## src/hdl/art_pkg.sv

```systemverilog
// ----------------------------------------------------------------------------
// art_pkg: shared types and constants for the address region table
// Field widths, operation and status codes, sequencer states and the
// records passed between the sequencer, the slot store and the compare unit.
// ----------------------------------------------------------------------------
package art_pkg;

   // fixed field widths
   localparam int ADDR_BITS = 48;
   localparam int WORD_BITS = 32;
   localparam int SLOT_BITS = 4;

   // defaults for the top-level parameters (page size must be a power of two)
   localparam int SLOTS_DEF      = 16;
   localparam int PAGE_BYTES_DEF = 4096;

   // stream payload widths
   localparam int REQ_DATA_BITS = 256;
   localparam int REQ_USER_BITS = 2;
   localparam int RESULT_BITS   = 2 + SLOT_BITS + 3 * ADDR_BITS + 2 * WORD_BITS;
   localparam int RSP_DATA_BITS = ((RESULT_BITS + 7) / 8) * 8;
   localparam int RSP_PAD_BITS  = RSP_DATA_BITS - RESULT_BITS;

   // configuration registers
   localparam int CSR_IDX_BITS = 1;
   localparam logic [CSR_IDX_BITS-1:0] CSR_WINDOW_BASE  = 1'b0;
   localparam logic [CSR_IDX_BITS-1:0] CSR_WINDOW_LIMIT = 1'b1;
   localparam logic [ADDR_BITS-1:0] WINDOW_BASE_RST  = 48'h0000_4000_0000;
   localparam logic [ADDR_BITS-1:0] WINDOW_LIMIT_RST = 48'h8000_0000_0000;

   typedef enum logic [1:0] {
      KIND_ADD    = 2'd0,
      KIND_FIND   = 2'd1,
      KIND_REMOVE = 2'd2,
      KIND_FREE   = 2'd3
   } kind_type;

   typedef enum logic [1:0] {
      STATUS_OK   = 2'd0,
      STATUS_FULL = 2'd1,
      STATUS_MISS = 2'd2
   } status_type;

   typedef enum logic [2:0] {
      ST_IDLE,
      ST_ADD,
      ST_ROUND,
      ST_PASS,
      ST_SCAN,
      ST_DONE
   } state_type;

   // one stored region
   typedef struct packed {
      logic [WORD_BITS-1:0] class_word;
      logic [WORD_BITS-1:0] flags_word;
      logic [ADDR_BITS-1:0] end_addr;
      logic [ADDR_BITS-1:0] start_addr;
   } region_type;

   // one request beat, unpacked
   typedef struct packed {
      kind_type             kind;
      logic [ADDR_BITS-1:0] range_start;
      logic [ADDR_BITS-1:0] range_end;
      logic [WORD_BITS-1:0] access_flags;
      logic [WORD_BITS-1:0] region_class;
      logic [ADDR_BITS-1:0] probe_addr;
      logic [ADDR_BITS-1:0] request_bytes;
   } req_type;

   // one response beat, unpacked
   typedef struct packed {
      logic [ADDR_BITS-1:0] free_addr;
      logic [WORD_BITS-1:0] hit_class;
      logic [WORD_BITS-1:0] hit_flags;
      logic [ADDR_BITS-1:0] hit_end;
      logic [ADDR_BITS-1:0] hit_start;
      logic [SLOT_BITS-1:0] slot;
      status_type           status;
   } result_type;

   // sequencer commands to the slot store
   typedef struct packed {
      logic wr_en;
      logic rd_en;
      logic inv_en;
   } store_cmd_type;

endpackage

```

## src/hdl/address_region_table.sv

```systemverilog
// ----------------------------------------------------------------------------
// address_region_table: first-fit address region table
// Stores up to SLOTS regions; add, find, remove and first-fit free-space
// search over a configurable window, one operation at a time.
//
//   channel | direction | payload
//   req_    | in        | tuser: kind; tdata: range_start .. request_bytes
//   rsp_    | out       | tdata: status, slot, hit_*, free_addr
//   csr_    | in        | window_base (0), window_limit (1), write only
//
// Each scan reads one slot a cycle through the single read port of the slot
// memory into the shared compare unit, and every restart of find free costs
// one more scan; find stops at the first hit, remove scans every slot.
// Reset clears all valid bits at once, so the table is usable the next cycle.
// A waiting response does not block a new request; a full response register
// holds the finished result inside the sequencer. The user must keep
// PAGE_BYTES a power of two; the block itself does not enforce it.
// ----------------------------------------------------------------------------
module address_region_table #(
   parameter int SLOTS      = art_pkg::SLOTS_DEF,
   parameter int PAGE_BYTES = art_pkg::PAGE_BYTES_DEF
) (
   input  logic                                clock,
   input  logic                                reset,
   // request beat
   input  logic                                req_tvalid,
   output logic                                req_tready,
   // range_start, range_end, access_flags, region_class, probe_addr,
   // request_bytes (low bit up)
   input  logic [art_pkg::REQ_DATA_BITS-1:0]   req_tdata,
   // kind
   input  logic [art_pkg::REQ_USER_BITS-1:0]   req_tuser,
   // response beat
   output logic                                rsp_tvalid,
   input  logic                                rsp_tready,
   // status, slot, hit_start, hit_end, hit_flags, hit_class, free_addr,
   // zero pad (low bit up)
   output logic [art_pkg::RSP_DATA_BITS-1:0]   rsp_tdata,
   // configuration writes
   input  logic                                csr_wr_en,
   input  logic [art_pkg::CSR_IDX_BITS-1:0]    csr_index,
   input  logic [art_pkg::ADDR_BITS-1:0]       csr_wdata
);
   import art_pkg::*;

   localparam int IDX_BITS = (SLOTS > 1) ? $clog2(SLOTS) : 1;

   logic [ADDR_BITS-1:0]     window_base_ff, window_base_in;
   logic [ADDR_BITS-1:0]     window_limit_ff, window_limit_in;
   logic                     rsp_tvalid_ff, rsp_tvalid_in;
   logic [RSP_DATA_BITS-1:0] rsp_tdata_ff, rsp_tdata_in;

   req_type                  req;
   logic                     req_accept;
   logic                     idle;
   logic                     res_valid;
   logic                     res_take;
   result_type               res;
   store_cmd_type            cmd;
   logic [IDX_BITS-1:0]      wr_idx;
   region_type               wr_data;
   logic [IDX_BITS-1:0]      rd_idx;
   logic [IDX_BITS-1:0]      inv_idx;
   region_type               rd_data;
   logic                     rd_live;
   logic                     free_hit;
   logic [IDX_BITS-1:0]      free_idx;

   // unpack the request beat
   assign req.kind          = kind_type'(req_tuser);
   assign req.range_start   = req_tdata[ADDR_BITS-1:0];
   assign req.range_end     = req_tdata[2*ADDR_BITS-1:ADDR_BITS];
   assign req.access_flags  = req_tdata[2*ADDR_BITS+WORD_BITS-1:2*ADDR_BITS];
   assign req.region_class  = req_tdata[2*ADDR_BITS+2*WORD_BITS-1:2*ADDR_BITS+WORD_BITS];
   assign req.probe_addr    = req_tdata[3*ADDR_BITS+2*WORD_BITS-1:2*ADDR_BITS+2*WORD_BITS];
   assign req.request_bytes = req_tdata[4*ADDR_BITS+2*WORD_BITS-1:3*ADDR_BITS+2*WORD_BITS];

   assign req_tready = idle;
   assign req_accept = req_tvalid & idle;

   // configuration registers
   always_comb begin
      window_base_in  = window_base_ff;
      window_limit_in = window_limit_ff;
      if (csr_wr_en) begin
         case (csr_index)
            CSR_WINDOW_BASE:  window_base_in  = csr_wdata;
            CSR_WINDOW_LIMIT: window_limit_in = csr_wdata;
            default:          window_base_in  = window_base_ff;
         endcase
      end
   end

   always_ff @(posedge clock) begin
      if (reset) begin
         window_base_ff  <= WINDOW_BASE_RST;
         window_limit_ff <= WINDOW_LIMIT_RST;
      end else begin
         window_base_ff  <= window_base_in;
         window_limit_ff <= window_limit_in;
      end
   end

   art_slot_store #(
      .SLOTS    (SLOTS),
      .IDX_BITS (IDX_BITS)
   ) u_store (
      .clock    (clock),
      .reset    (reset),
      .cmd      (cmd),
      .wr_idx   (wr_idx),
      .wr_data  (wr_data),
      .rd_idx   (rd_idx),
      .inv_idx  (inv_idx),
      .rd_data  (rd_data),
      .rd_live  (rd_live),
      .free_hit (free_hit),
      .free_idx (free_idx)
   );

   art_seq #(
      .SLOTS      (SLOTS),
      .PAGE_BYTES (PAGE_BYTES),
      .IDX_BITS   (IDX_BITS)
   ) u_seq (
      .clock        (clock),
      .reset        (reset),
      .req_accept   (req_accept),
      .req          (req),
      .window_base  (window_base_ff),
      .window_limit (window_limit_ff),
      .idle         (idle),
      .res_valid    (res_valid),
      .res          (res),
      .res_take     (res_take),
      .cmd          (cmd),
      .wr_idx       (wr_idx),
      .wr_data      (wr_data),
      .rd_idx       (rd_idx),
      .inv_idx      (inv_idx),
      .rd_data      (rd_data),
      .rd_live      (rd_live),
      .free_hit     (free_hit),
      .free_idx     (free_idx)
   );

   // response register: load when empty or being drained
   assign res_take = res_valid & (~rsp_tvalid_ff | rsp_tready);

   always_comb begin
      rsp_tvalid_in = rsp_tvalid_ff;
      rsp_tdata_in  = rsp_tdata_ff;
      if (res_take) begin
         rsp_tvalid_in = 1'b1;
         rsp_tdata_in  = {{RSP_PAD_BITS{1'b0}}, res};
      end else if (rsp_tready) begin
         rsp_tvalid_in = 1'b0;
      end
   end

   always_ff @(posedge clock) begin
      if (reset) begin
         rsp_tvalid_ff <= 1'b0;
      end else begin
         rsp_tvalid_ff <= rsp_tvalid_in;
      end
   end

   always_ff @(posedge clock) begin
      rsp_tdata_ff <= rsp_tdata_in;
   end

   assign rsp_tvalid = rsp_tvalid_ff;
   assign rsp_tdata  = rsp_tdata_ff;

endmodule

```

## src/hdl/art_cmp_unit.sv

```systemverilog
// ----------------------------------------------------------------------------
// art_cmp_unit: shared compare, page-round and sum unit
// One pair of range comparators serves find, remove and the free-space
// overlap test; one page rounder and one window adder serve the free search.
// ----------------------------------------------------------------------------
module art_cmp_unit #(
   parameter int PAGE_BYTES = art_pkg::PAGE_BYTES_DEF
) (
   input  art_pkg::kind_type                mode,
   input  art_pkg::region_type              entry,
   input  logic [art_pkg::ADDR_BITS-1:0]    probe_addr,
   input  logic [art_pkg::ADDR_BITS-1:0]    range_start,
   input  logic [art_pkg::ADDR_BITS-1:0]    range_end,
   input  logic [art_pkg::ADDR_BITS-1:0]    addr,
   input  logic [art_pkg::ADDR_BITS-1:0]    size,
   input  logic [art_pkg::ADDR_BITS:0]      sum_reg,
   input  logic [art_pkg::ADDR_BITS-1:0]    limit,
   input  logic [art_pkg::ADDR_BITS-1:0]    request_bytes,
   input  logic                             round_sel,
   output logic                             match,
   output logic [art_pkg::ADDR_BITS-1:0]    round_val,
   output logic                             round_ovf,
   output logic [art_pkg::ADDR_BITS:0]      sum_val,
   output logic                             sum_fits
);
   import art_pkg::*;

   localparam logic [ADDR_BITS:0] PAGE_ADD = (ADDR_BITS + 1)'(PAGE_BYTES - 1);

   logic [ADDR_BITS-1:0] round_src;
   logic [ADDR_BITS:0]   round_sum;
   logic [ADDR_BITS:0]   round_full;
   logic [ADDR_BITS-1:0] key1;
   logic [ADDR_BITS:0]   a2;
   logic [ADDR_BITS:0]   b2;
   logic                 c1;
   logic                 c2;

   // round up to a page; a carry out means the result left the address range
   assign round_src  = round_sel ? entry.end_addr : request_bytes;
   assign round_sum  = {1'b0, round_src} + PAGE_ADD;
   assign round_full = round_sum & ~PAGE_ADD;
   assign round_val  = round_full[ADDR_BITS-1:0];
   assign round_ovf  = round_full[ADDR_BITS];

   // window adder and limit check, one bit wider so nothing wraps
   assign sum_val  = {1'b0, addr} + {1'b0, size};
   assign sum_fits = (sum_val <= {1'b0, limit});

   // steer operands into the two shared comparators
   always_comb begin
      key1 = probe_addr;
      a2   = {1'b0, probe_addr};
      b2   = {1'b0, entry.start_addr};
      case (mode)
         KIND_FIND: begin
            key1 = probe_addr;
            a2   = {1'b0, probe_addr};
            b2   = {1'b0, entry.start_addr};
         end
         KIND_REMOVE: begin
            key1 = range_end;
            a2   = {1'b0, entry.start_addr};
            b2   = {1'b0, range_start};
         end
         KIND_FREE: begin
            key1 = addr;
            a2   = {1'b0, entry.start_addr};
            b2   = sum_reg;
         end
         default: begin
            key1 = probe_addr;
         end
      endcase
   end

   assign c1 = (key1 < entry.end_addr);
   assign c2 = (a2 < b2);

   // combine comparator outputs per operation
   always_comb begin
      case (mode)
         KIND_FIND:   match = c1 & ~c2;
         KIND_REMOVE: match = ~c1 & ~c2;
         KIND_FREE:   match = c1 & c2;
         default:     match = 1'b0;
      endcase
   end

endmodule

```

## src/hdl/art_slot_store.sv

```systemverilog
// ----------------------------------------------------------------------------
// art_slot_store: region memory with per-slot valid bits
// One write port, one registered read port, valid flops cleared by reset
// and a lowest-free-slot encoder for add.
// ----------------------------------------------------------------------------
module art_slot_store #(
   parameter int SLOTS    = art_pkg::SLOTS_DEF,
   parameter int IDX_BITS = (SLOTS > 1) ? $clog2(SLOTS) : 1
) (
   input  logic                    clock,
   input  logic                    reset,
   input  art_pkg::store_cmd_type  cmd,
   input  logic [IDX_BITS-1:0]     wr_idx,
   input  art_pkg::region_type     wr_data,
   input  logic [IDX_BITS-1:0]     rd_idx,
   input  logic [IDX_BITS-1:0]     inv_idx,
   output art_pkg::region_type     rd_data,
   output logic                    rd_live,
   output logic                    free_hit,
   output logic [IDX_BITS-1:0]     free_idx
);
   import art_pkg::*;

   region_type          slot_mem_ff [SLOTS];
   region_type          rd_data_ff;
   logic                rd_live_ff;
   logic [SLOTS-1:0]    valid_ff;
   logic [SLOTS-1:0]    valid_in;

   // write port
   always_ff @(posedge clock) begin
      if (cmd.wr_en) begin
         slot_mem_ff[wr_idx] <= wr_data;
      end
   end

   // registered read port, valid bit sampled with the data
   always_ff @(posedge clock) begin
      if (cmd.rd_en) begin
         rd_data_ff <= slot_mem_ff[rd_idx];
         rd_live_ff <= valid_ff[rd_idx];
      end
   end

   assign rd_data = rd_data_ff;
   assign rd_live = rd_live_ff;

   // set on add, drop on remove
   always_comb begin
      valid_in = valid_ff;
      if (cmd.wr_en) begin
         valid_in[wr_idx] = 1'b1;
      end
      if (cmd.inv_en) begin
         valid_in[inv_idx] = 1'b0;
      end
   end

   always_ff @(posedge clock) begin
      if (reset) begin
         valid_ff <= '0;
      end else begin
         valid_ff <= valid_in;
      end
   end

   // lowest free slot
   always_comb begin
      free_hit = 1'b0;
      free_idx = '0;
      for (int i = SLOTS - 1; i >= 0; i--) begin
         if (!valid_ff[i]) begin
            free_hit = 1'b1;
            free_idx = IDX_BITS'(i);
         end
      end
   end

endmodule

```

## src/hdl/art_seq.sv

```systemverilog
// ----------------------------------------------------------------------------
// art_seq: operation sequencer
// Walks the slot store one entry per cycle through the shared compare unit,
// restarts the free-space search on each overlap and stages the result.
// ----------------------------------------------------------------------------
module art_seq #(
   parameter int SLOTS      = art_pkg::SLOTS_DEF,
   parameter int PAGE_BYTES = art_pkg::PAGE_BYTES_DEF,
   parameter int IDX_BITS   = (SLOTS > 1) ? $clog2(SLOTS) : 1
) (
   input  logic                          clock,
   input  logic                          reset,
   input  logic                          req_accept,
   input  art_pkg::req_type              req,
   input  logic [art_pkg::ADDR_BITS-1:0] window_base,
   input  logic [art_pkg::ADDR_BITS-1:0] window_limit,
   output logic                          idle,
   output logic                          res_valid,
   output art_pkg::result_type           res,
   input  logic                          res_take,
   output art_pkg::store_cmd_type        cmd,
   output logic [IDX_BITS-1:0]           wr_idx,
   output art_pkg::region_type           wr_data,
   output logic [IDX_BITS-1:0]           rd_idx,
   output logic [IDX_BITS-1:0]           inv_idx,
   input  art_pkg::region_type           rd_data,
   input  logic                          rd_live,
   input  logic                          free_hit,
   input  logic [IDX_BITS-1:0]           free_idx
);
   import art_pkg::*;

   localparam int CNT_BITS = $clog2(SLOTS + 1);
   localparam logic [CNT_BITS-1:0] SLOT_COUNT = CNT_BITS'(SLOTS);

   state_type            state_ff, state_in;
   req_type              req_ff, req_in;
   logic [CNT_BITS-1:0]  issue_ff, issue_in;
   logic                 pend_ff, pend_in;
   logic [IDX_BITS-1:0]  pend_idx_ff, pend_idx_in;
   logic [CNT_BITS-1:0]  pass_ff, pass_in;
   logic [ADDR_BITS-1:0] addr_ff, addr_in;
   logic [ADDR_BITS-1:0] size_ff, size_in;
   logic [ADDR_BITS:0]   sum_ff, sum_in;
   result_type           res_ff, res_in;

   logic                 match;
   logic [ADDR_BITS-1:0] round_val;
   logic                 round_ovf;
   logic [ADDR_BITS:0]   sum_val;
   logic                 sum_fits;
   logic                 round_sel;
   logic                 issue_now;
   logic                 hit;
   logic                 scan_end;
   logic                 last_pass;
   logic [IDX_BITS+SLOT_BITS-1:0] free_slot_wide;
   logic [IDX_BITS+SLOT_BITS-1:0] hit_slot_wide;

   art_cmp_unit #(
      .PAGE_BYTES (PAGE_BYTES)
   ) u_cmp (
      .mode          (req_ff.kind),
      .entry         (rd_data),
      .probe_addr    (req_ff.probe_addr),
      .range_start   (req_ff.range_start),
      .range_end     (req_ff.range_end),
      .addr          (addr_ff),
      .size          (size_ff),
      .sum_reg       (sum_ff),
      .limit         (window_limit),
      .request_bytes (req_ff.request_bytes),
      .round_sel     (round_sel),
      .match         (match),
      .round_val     (round_val),
      .round_ovf     (round_ovf),
      .sum_val       (sum_val),
      .sum_fits      (sum_fits)
   );

   // scan status: a read is issued while slots remain, compared in the next cycle
   assign issue_now = (issue_ff < SLOT_COUNT);
   assign hit       = pend_ff & rd_live & match;
   assign scan_end  = ~issue_now & ~pend_ff;
   assign last_pass = (pass_ff == SLOT_COUNT);
   assign round_sel = (state_ff == ST_SCAN);

   // slot number as reported, masked to the field width
   assign free_slot_wide = {{SLOT_BITS{1'b0}}, free_idx};
   assign hit_slot_wide  = {{SLOT_BITS{1'b0}}, pend_idx_ff};

   // next state
   always_comb begin
      state_in = state_ff;
      case (state_ff)
         ST_IDLE: begin
            if (req_accept) begin
               case (req.kind)
                  KIND_ADD:    state_in = ST_ADD;
                  KIND_FIND:   state_in = ST_SCAN;
                  KIND_REMOVE: state_in = ST_SCAN;
                  KIND_FREE:   state_in = ST_ROUND;
                  default:     state_in = ST_IDLE;
               endcase
            end
         end
         ST_ADD: begin
            state_in = ST_DONE;
         end
         ST_ROUND: begin
            state_in = round_ovf ? ST_DONE : ST_PASS;
         end
         ST_PASS: begin
            state_in = sum_fits ? ST_SCAN : ST_DONE;
         end
         ST_SCAN: begin
            case (req_ff.kind)
               KIND_FIND: begin
                  if (hit || scan_end) begin
                     state_in = ST_DONE;
                  end
               end
               KIND_REMOVE: begin
                  if (scan_end) begin
                     state_in = ST_DONE;
                  end
               end
               KIND_FREE: begin
                  if (hit) begin
                     state_in = (round_ovf || last_pass) ? ST_DONE : ST_PASS;
                  end else if (scan_end) begin
                     state_in = ST_DONE;
                  end
               end
               default: begin
                  state_in = ST_DONE;
               end
            endcase
         end
         ST_DONE: begin
            if (res_take) begin
               state_in = ST_IDLE;
            end
         end
         default: begin
            state_in = ST_IDLE;
         end
      endcase
   end

   // datapath updates and store commands
   always_comb begin
      req_in      = req_ff;
      issue_in    = issue_ff;
      pend_in     = pend_ff;
      pend_idx_in = pend_idx_ff;
      pass_in     = pass_ff;
      addr_in     = addr_ff;
      size_in     = size_ff;
      sum_in      = sum_ff;
      res_in      = res_ff;
      cmd         = '0;
      wr_idx      = free_idx;
      rd_idx      = issue_ff[IDX_BITS-1:0];
      inv_idx     = pend_idx_ff;
      idle        = 1'b0;
      res_valid   = 1'b0;
      wr_data.start_addr = req_ff.range_start;
      wr_data.end_addr   = req_ff.range_end;
      wr_data.flags_word = req_ff.access_flags;
      wr_data.class_word = req_ff.region_class;
      case (state_ff)
         ST_IDLE: begin
            idle = 1'b1;
            if (req_accept) begin
               req_in   = req;
               issue_in = '0;
               pend_in  = 1'b0;
            end
         end
         ST_ADD: begin
            cmd.wr_en = free_hit;
            res_in    = '0;
            if (free_hit) begin
               res_in.status = STATUS_OK;
               res_in.slot   = free_slot_wide[SLOT_BITS-1:0];
            end else begin
               res_in.status = STATUS_FULL;
            end
         end
         ST_ROUND: begin
            size_in = round_val;
            addr_in = window_base;
            pass_in = '0;
            res_in  = '0;
            if (round_ovf) begin
               res_in.status = STATUS_MISS;
            end
         end
         ST_PASS: begin
            sum_in   = sum_val;
            issue_in = '0;
            pend_in  = 1'b0;
            if (!sum_fits) begin
               res_in        = '0;
               res_in.status = STATUS_MISS;
            end
         end
         ST_SCAN: begin
            // advance the read pointer
            cmd.rd_en   = issue_now;
            pend_in     = issue_now;
            pend_idx_in = issue_ff[IDX_BITS-1:0];
            if (issue_now) begin
               issue_in = issue_ff + CNT_BITS'(1);
            end
            case (req_ff.kind)
               KIND_FIND: begin
                  if (hit) begin
                     res_in           = '0;
                     res_in.status    = STATUS_OK;
                     res_in.slot      = hit_slot_wide[SLOT_BITS-1:0];
                     res_in.hit_start = rd_data.start_addr;
                     res_in.hit_end   = rd_data.end_addr;
                     res_in.hit_flags = rd_data.flags_word;
                     res_in.hit_class = rd_data.class_word;
                  end else if (scan_end) begin
                     res_in        = '0;
                     res_in.status = STATUS_MISS;
                  end
               end
               KIND_REMOVE: begin
                  cmd.inv_en = hit;
                  if (scan_end) begin
                     res_in = '0;
                  end
               end
               KIND_FREE: begin
                  if (hit) begin
                     // restart past the overlapping region
                     addr_in = round_val;
                     pass_in = pass_ff + CNT_BITS'(1);
                     if (round_ovf || last_pass) begin
                        res_in        = '0;
                        res_in.status = STATUS_MISS;
                     end
                  end else if (scan_end) begin
                     res_in           = '0;
                     res_in.status    = STATUS_OK;
                     res_in.free_addr = addr_ff;
                  end
               end
               default: begin
                  res_in = '0;
               end
            endcase
         end
         ST_DONE: begin
            res_valid = 1'b1;
         end
         default: begin
            idle = 1'b0;
         end
      endcase
   end

   assign res = res_ff;

   // control registers
   always_ff @(posedge clock) begin
      if (reset) begin
         state_ff <= ST_IDLE;
         pend_ff  <= 1'b0;
         issue_ff <= '0;
      end else begin
         state_ff <= state_in;
         pend_ff  <= pend_in;
         issue_ff <= issue_in;
      end
   end

   // working registers
   always_ff @(posedge clock) begin
      req_ff      <= req_in;
      pend_idx_ff <= pend_idx_in;
      pass_ff     <= pass_in;
      addr_ff     <= addr_in;
      size_ff     <= size_in;
      sum_ff      <= sum_in;
      res_ff      <= res_in;
   end

endmodule

```

## config.mk

```make
export PLATFORM = sky130hd
export DESIGN_NAME = address_region_table
export DESIGN_NICKNAME = d
export VERILOG_FILES = /design/src/hdl/art_pkg.sv /design/src/hdl/address_region_table.sv /design/src/hdl/art_cmp_unit.sv /design/src/hdl/art_slot_store.sv /design/src/hdl/art_seq.sv
export SDC_FILE = /design/constraint.sdc
export NUM_CORES = 2
export LEC_CHECK = 0
export BUFFER_PORTS_ARGS = -buffer_cell sky130_fd_sc_hd__buf_2
export CORE_MARGIN = 5
export CORE_UTILIZATION = 50
export DETAILED_ROUTE_END_ITERATION = 10
export PLACE_DENSITY = 0.69
export SLEW_MARGIN = 25
export SYNTH_ARGS = -nofsm -noshare
export SYNTH_HDL_FRONTEND = slang
export SYNTH_SLANG_ARGS = --single-unit
export TNS_END_PERCENT = 20
```

## constraint.sdc

```tcl
create_clock -name clock -period 18.2 [get_ports clock]
set_input_delay 0.91 -clock clock [delete_from_list [all_inputs] [get_ports clock]]
set_output_delay 0.91 -clock clock [all_outputs]
set_load 0.05 [all_outputs]
```

# [Word level (Yosys, flattened, before mapping)]
# Memory sizes are Yosys's and may differ from the RTL's. A register that Yosys moved wholly into a read port is not among the register bits.
# Cells that the tools add are included.
[classes] add_sub_neg=4 multipliers=0 n_div=0 n_lt_le_gt_ge=9 n_eq_ne=23 shift=0 mux=88 bitwise_logic=18 n_reduce_logical=20
[op_table] op="$mux W214" n=7
[op_table] op="$pmux W214 S4" n=1
[op_table] op="$pmux W214 S3" n=1
[op_table] op="$mux W48" n=4
[op_table] op="$pmux W48 S2" n=2
[op_table] op="$pmux W49 S2" n=1
[op_table] op="$mux W4" n=17
[op_table] op="$add A48 B12 Y49 const B" n=1
[op_table] op="$add A48 B48 Y49" n=1
[op_table] op="$le A49 B48 Y1" n=1
[op_table] op="$lt A49 B49 Y1" n=1
[op_table] op="$lt A48 B48 Y1" n=1
[op_table] op="$mux W16" n=2
[op_table] op="$mux W1" n=30
[op_table] op="$mux W3" n=7
[op_table] op="$mux W5" n=4
[op_table] op="$pmux W3 S3" n=2
[op_table] op="$pmux W3 S6" n=1
[op_table] op="$and A16 B16 Y16" n=1
[op_table] op="$not A16 Y16" n=1
[op_table] op="$or A16 B16 Y16" n=1
[op_table] op="$lt A4 B5 Y1 const B" n=3
[op_table] op="$pmux W5 S3" n=1
[op_table] op="$add A5 B1 Y5 const B" n=2
[op_table] op="other kinds (32)" n=69
[totals] ff_bits=951 latchBits=0 ram_bits=2560 romBits=0 word_cells=191 memories=1
[memory_table] memory="u_store.slot_mem_ff" depth=16 width=160 read_ports=1 rd_ports_with_merged_regs=1 wr=1 line_no="art_slot_store.sv:24" source="region_type slot_mem_ff [SLOTS];"

# [Depth between registers and ports, before layout]
[logic_depth] depth_word=24 depth_mapped=22 ltp_nobuf=22

# [Modules after synthesis]
# Synthesis repeated with hierarchy kept, for this count alone.
[unflattened] hier_cells=7517 area_unflattened_um2=144818.9
[modules_own_cells] module="art_slot_store" n_inst=1 cells_each=4196 area_per_inst_um2=101132.0 seq_area_each_um2=82028.7
[modules_own_cells] module="art_seq" n_inst=1 cells_each=1308 area_per_inst_um2=23009.6 seq_area_each_um2=18978.2
[modules_own_cells] module="address_region_table" n_inst=1 cells_each=591 area_per_inst_um2=10452.5 seq_area_each_um2=8368.0
[modules_own_cells] module="art_cmp_unit" n_inst=1 cells_each=1422 area_per_inst_um2=10224.8 seq_area_each_um2=0.0

# [Worst setup path before layout]
# No wires, ideal clock.
[synth_timing] path_type="register -> register" from="reg u_seq.state_ff[2]" to="mem u_store.slot_mem_ff[1][0] in the netlist's numbering (enable)" setup_ps=1130 arrival_ps=17204 required_ps=17070 slack_ps=-135 stages_incl_launch_ff=4 path_buffers=2 synth_period_minus_slack_ps=18335 path_cell_list="dfxtp_1 > clkbuf_1 > clkbuf_1 > nor4b_1"
[synth_between] elab_chain_cells=4
[synth_lines] element="from (decl)" line_no="art_seq.sv:36" source="state_type state_ff, state_in;"
[synth_lines] element="from (signal assigned)" line_no="art_seq.sv:276" source="state_ff <= state_in;"
[synth_lines] element="$eq A3 B1 Y1" line_no="art_seq.sv:172" source="case (state_ff)"
[synth_lines] element="$mux W1" line_no="art_seq.sv:172"
[synth_lines] element="$mux W1" line_no="art_slot_store.sv:32" source="if (cmd.wr_en) begin"
[synth_lines] element="$mux W1 (not written as such)" line_no="art_slot_store.sv:33" source="slot_mem_ff[wr_idx] <= wr_data;"
[synth_lines] element="to (decl)" line_no="art_slot_store.sv:24"
# Every way passes these cells.

# [Final worst setup path]
[layout_timing] from="reg u_seq.req_ff[257] in the netlist's numbering" to="reg u_seq.res_ff, in the netlist u_seq.res[82] (enable)"
[layout_between] elab_chain_cells=10 word_cells_on_any_way=21 classes_between="2 x order compare; 7 x eq/ne; 4 x mux; 6 x bitwise; 2 x reduce/logical"
[layout_lines] element="from (decl)" line_no="art_seq.sv:37" source="req_type req_ff, req_in;"
[layout_lines] element="from (signal assigned)" line_no="art_seq.sv:284" source="req_ff <= req_in;"
[layout_lines] element="$eq A2 B2 Y1" line_no="art_cmp_unit.sv:55, art_cmp_unit.sv:82, art_seq.sv:217"
[layout_lines] element="$reduce_or A2 Y1 (no line)"
[layout_lines] element="$mux W48" line_no="art_cmp_unit.sv:55" source="case (mode)"
[layout_lines] element="$lt A49 B49 Y1" line_no="art_cmp_unit.sv:78" source="assign c2 = (a2 < b2);"
[layout_lines] element="$not A1 Y1" line_no="art_cmp_unit.sv:83, art_cmp_unit.sv:84"
[layout_lines] element="$and A1 B1 Y1, on equally long branches" line_no="art_cmp_unit.sv:84, art_cmp_unit.sv:83"
[layout_lines] element="$pmux W1 S3" line_no="art_cmp_unit.sv:82" source="case (mode)"
[layout_lines] element="$and A1 B1 Y1" line_no="art_seq.sv:83" source="assign hit = pend_ff & rd_live & match;"
[layout_lines] element="$ne A4 B2 Y1 (no line) or $ne A4 B4 Y1 (tied branches)"
[layout_lines] element="$reduce_and A6 Y1 (no line) (*)"
[layout_lines] element="to (signal assigned)" line_no="art_seq.sv:290" source="res_ff <= res_in;"
[layout_lines] element="to (decl)" line_no="art_seq.sv:45" source="result_type res_ff, res_in;"
# Mark *: on every way between the ends. The rest lies on a longest branch, timed or not.
# A chain may end at the register's enable or synchronous reset.

==> flow_summary.toml <==
[routing]
dr_wl_met2_mm = 184
routed_wire_length_per_instance_um = 33.2
met3_layer_wire_length_in_the_routed_design_mm = 34.3
met1Wirelength_mm = 151
post-route-drc-count = 0
remaining_number_of_nets_flagged_by_the_antenna_check_after_routing = 0
route.vias.total = 72700
first_drt_pass_iteration_count = 8
highest_metal_layer_with_signal_wires = "met5"
routed_wirelength_mm = 390
drtIter0Drc = 9240
vias_per_cell = 6.19

[clocking]
tritoncts.num_buffers = 370
post-cts-setup-buffer-count = 0
cts_max_path_buffers = 4
cts_hold_buf = 0
cts-root-buf = "sky130_fd_sc_hd__clkbuf_16"
cts_htree_levels = 5
clock_tree_from_tritoncts = "built"
clock_insertion_delay_worst_skew_ns = 0.96
clk_transition_reported_paths_ns = 0.07
post_cts_resized = 0
clock_sink_count = 3671

[yosys]
portion_of_netlist_area_occupied_by_mux_cells_pct = 13.8
synthArstFlopShare_pct = 0
synth-seq-area-share_pct = 76.8
netlist.top_cell.by_area = "sky130_fd_sc_hd__edfxtp_1"
ys_warn_count = 0
postSynthCellCount = 6957
ys.flop_type = "sky130_fd_sc_hd__edfxtp_1"
postSynthRegisterBits = 3671
mappedNetlistArea_um2 = 142000
synth_compound_gate_area_share_pct = 2.53
largest_family_of_logic_cells_by_synthesized_area = "multiplexers"
share_of_the_synthesized_netlist_area_taken_by_xor_and_xnor_gates_pct = 0.562
yosys.area_share.simple_pct = 3.49
netlist.area_leader.share_pct = 75.1
synth.lib_cells_used.distinct = 86
post_synth.cell_area_avg_um2 = 20.4
synth.area.top_cells = "sky130_fd_sc_hd__edfxtp_1 75%, sky130_fd_sc_hd__mux4_2 12%, sky130_fd_sc_hd__dfxtp_1 1.7%"
post_synth_fa_ha_maj_area_fraction_pct = 1.63
synth-edff-count = 3549

[critical_path]
timing.critical_path.required_ns = 18.77
critical_path.cell_chain = "buf_4 -> buf_4 -> buf_4 -> a21oi_1 -> ha_1 -> o21ai_0 -> o21ai_0 -> a31oi_1 -> or2_2 -> a21boi_0 -> nor3_1 -> and3b_1 -> a21oi_1 -> o311a_4 -> buf_4 -> buf_4 -> buf_4 -> buf_16"
setup.worst_path.class = "flip-flop to flip-flop"
crit_path_max_incr_delay_ns = 0.84
worst-endpoint-arrival_ns = 9.28
critical_path.startpoint_type = "flip-flop"
cp-end-kind = "flip-flop"
worst-path-max-fanout = 91
path_common_cell = "sky130_fd_sc_hd__buf_4"
critPathSlowestCell = "sky130_fd_sc_hd__buf_4"

[power_and_ir_drop]
cellPowerDensity_nw_per_um2 = 146
ir_worst_vdd_mv = 0.129
leak_pwr_nw = 52.3

[placement]
port-buffer-count = 527
gpl.final_weighted_congestion = 0.945
dp.cells = 11000
detailed_place_hpwl_mm = 233

[timing]
report.final.slew_viol_count = 0
skew_ns = 0.0825
max_freq_mhz = 115
timing.final.crit_period_ns = 8.71
totalNegativeSetupSlack_ns = 0
max_slew_margin_pct = 16.4
setup-violations-final = 0
max_slew.worst_pin.slew_ns = 1.24
final_period_util_pct = 47.9
rsz0062_at_grt = "no"
timing.final.hold_violations = 0

[die]
die_w_um = 543
die_area_um2 = 295000
pin_count = 530
floorplan.initialDensity_pct = 50.2
std_cell_rows = 195
floorplan.core_area_um2 = 283000
die_height_um = 543

[grt]
globalRoute.totalOverflow = 0
grt_pass1_wl_mm = 549
maximum_number_of_pins_on_one_net_before_global_route_repair = 145
globalRouteTotalUtil_pct = 26.2
grt_pass1_vias = 73100
grt_antenna_before_repair = 39

[flow_run]
max_capacitance_violation_total = 0

[cells_and_area]
layoutNonFillerInstCount = 11700
final.fill_count = 20600
layout-drive-gt1-share_pct = 26.0
area_growth_syn_to_layout_pct = 14.0
final_nets = 8168

[outcome]
run_status = "finished, final reports clean"

[worst_hold_path]
hold_class = "input pin to flip-flop"
==> report_power, final <==
group / internal, W / switching (W) / leakage [nW]
clock: 0.00443 / 0.00324 / 5.97
sequential: 0.0107 / 0.000936 / 33.3
combinational: 0.00175 / 0.00259 / 13.0
==> area by class of cell <==
type,count,area [µm²],share of cell area (%)
well taps,3743,4680,2.89
inverters,130,510,0.315
diodes,11,27.5,0.0170
repair buffers,667,3940,2.44
clock buffers,472,9910,6.12
clock inverters,217,2370,1.47
multi-input cells,2832,31400,19.4
flip-flops and latches,3671,109000,67.4
==> final timing paths <==
check / to / slack [ns] / depth (start not counted) / from
setup / recovery: u_seq.res[82] / 9.49 / 18 / u_seq.req_ff[257]
setup reg to reg: u_seq.res[82] / 9.49 / 18 / u_seq.req_ff[257]
hold reg to reg: rsp_tdata[71] / 0.41 / 0 / u_seq.res[71]
hold / removal: u_seq.req_ff[54] / 0.12 / 1 / req_tdata[166]
==> registers in the layout, summed over array words and instances (netlist names), 48 cells and up <==
register             count
rsp_tdata              214
u_seq.addr_ff           48
u_seq.req_ff            98
u_seq.res              214
u_seq.sum_ff            49
u_seq.wr_data          160
u_store.rd_data        160
u_store.slot_mem_ff   2560
window_base_ff          48
window_limit_ff         48
==> logic make-up (layout without fill, tap and decap cells) <==
family,Yosys count,count (layout)
and+or+nand+nor,996,996
other,1,13
adders and majority gates,184,184
DFF,3671,3671
muxes,964,964
buffers and inverters,455,1486
xor gates and xnor gates,91,91
AOI/OAI and AO/OA,595,595
==> cells in the final DEF, fill, tap and decap left out, types with 44 or more instances in the layout <==
cell,count
sky130_fd_sc_hd__mux4_2,783
sky130_fd_sc_hd__nand2_1,359
sky130_fd_sc_hd__a21oi_1,280
sky130_fd_sc_hd__clkinv_1,84
sky130_fd_sc_hd__nor4_1,66
sky130_fd_sc_hd__edfxtp_1,3549
sky130_fd_sc_hd__inv_1,126
sky130_fd_sc_hd__mux2_2,50
sky130_fd_sc_hd__and2_1,174
sky130_fd_sc_hd__nand3_1,44
sky130_fd_sc_hd__a21o_1,50
sky130_fd_sc_hd__buf_4,120
sky130_fd_sc_hd__ha_1,183
sky130_fd_sc_hd__buf_2,526
sky130_fd_sc_hd__clkbuf_1,83
sky130_fd_sc_hd__o21ai_0,95
sky130_fd_sc_hd__clkbuf_16,377
sky130_fd_sc_hd__clkinv_2,57
sky130_fd_sc_hd__xnor2_1,61
sky130_fd_sc_hd__mux2i_1,129
sky130_fd_sc_hd__dfxtp_1,118
sky130_fd_sc_hd__nor2_1,161
==> stage by stage <==
stage	util, %	hold slack, ns	total power (W)	worst slack [ns]	area, µm²
2_1_floorplan	-	0.400	0.0146	5.40	142000
3_3_place_gp	52.9	0.402	0.0161	9.50	149000
3_5_place_dp	52.9	0.405	0.0162	9.39	149000
4_1_cts	57.2	0.0613	0.0238	9.33	162000
5_1_grt	57.3	0.0967	0.0245	9.10	162000
6_report	57.3	0.121	0.0237	9.49	162000
==> synthesized netlist by cell type (50+ instances only) <==
library cell               count
sky130_fd_sc_hd__nor4_1       67
sky130_fd_sc_hd__dfxtp_1     122
sky130_fd_sc_hd__nor2_1      173
sky130_fd_sc_hd__nand2_1     361
sky130_fd_sc_hd__clkbuf_1    210
sky130_fd_sc_hd__mux4_2      783
sky130_fd_sc_hd__xnor2_1      61
sky130_fd_sc_hd__buf_1        99
sky130_fd_sc_hd__inv_1       130
sky130_fd_sc_hd__mux2_2       50
sky130_fd_sc_hd__a21o_1       51
sky130_fd_sc_hd__o21ai_0      96
sky130_fd_sc_hd__ha_1        183
sky130_fd_sc_hd__a21oi_1     280
sky130_fd_sc_hd__mux2i_1     129
sky130_fd_sc_hd__and2_1      177
sky130_fd_sc_hd__edfxtp_1   3549
==> worst max-delay path: cells and delay by family, from the launching register on <==
kind,cells,cell delay [ns]
buffers and inverters,7,4.15
adder cells (fa/ha/maj),1,0.36
AND/OR/NAND/NOR,3,0.82
flip-flops,1,0.34
AO/OA/AOI/OAI,7,2.20
==> routing by layer <==
layer	track usage, %	vias to the layer above
li1	-	29800
met1	36.6	38300
met2	41.4	3887
met3	4.07	709
met4	11.9	8
met5	0	-
(Power assumes the default switching activity.)
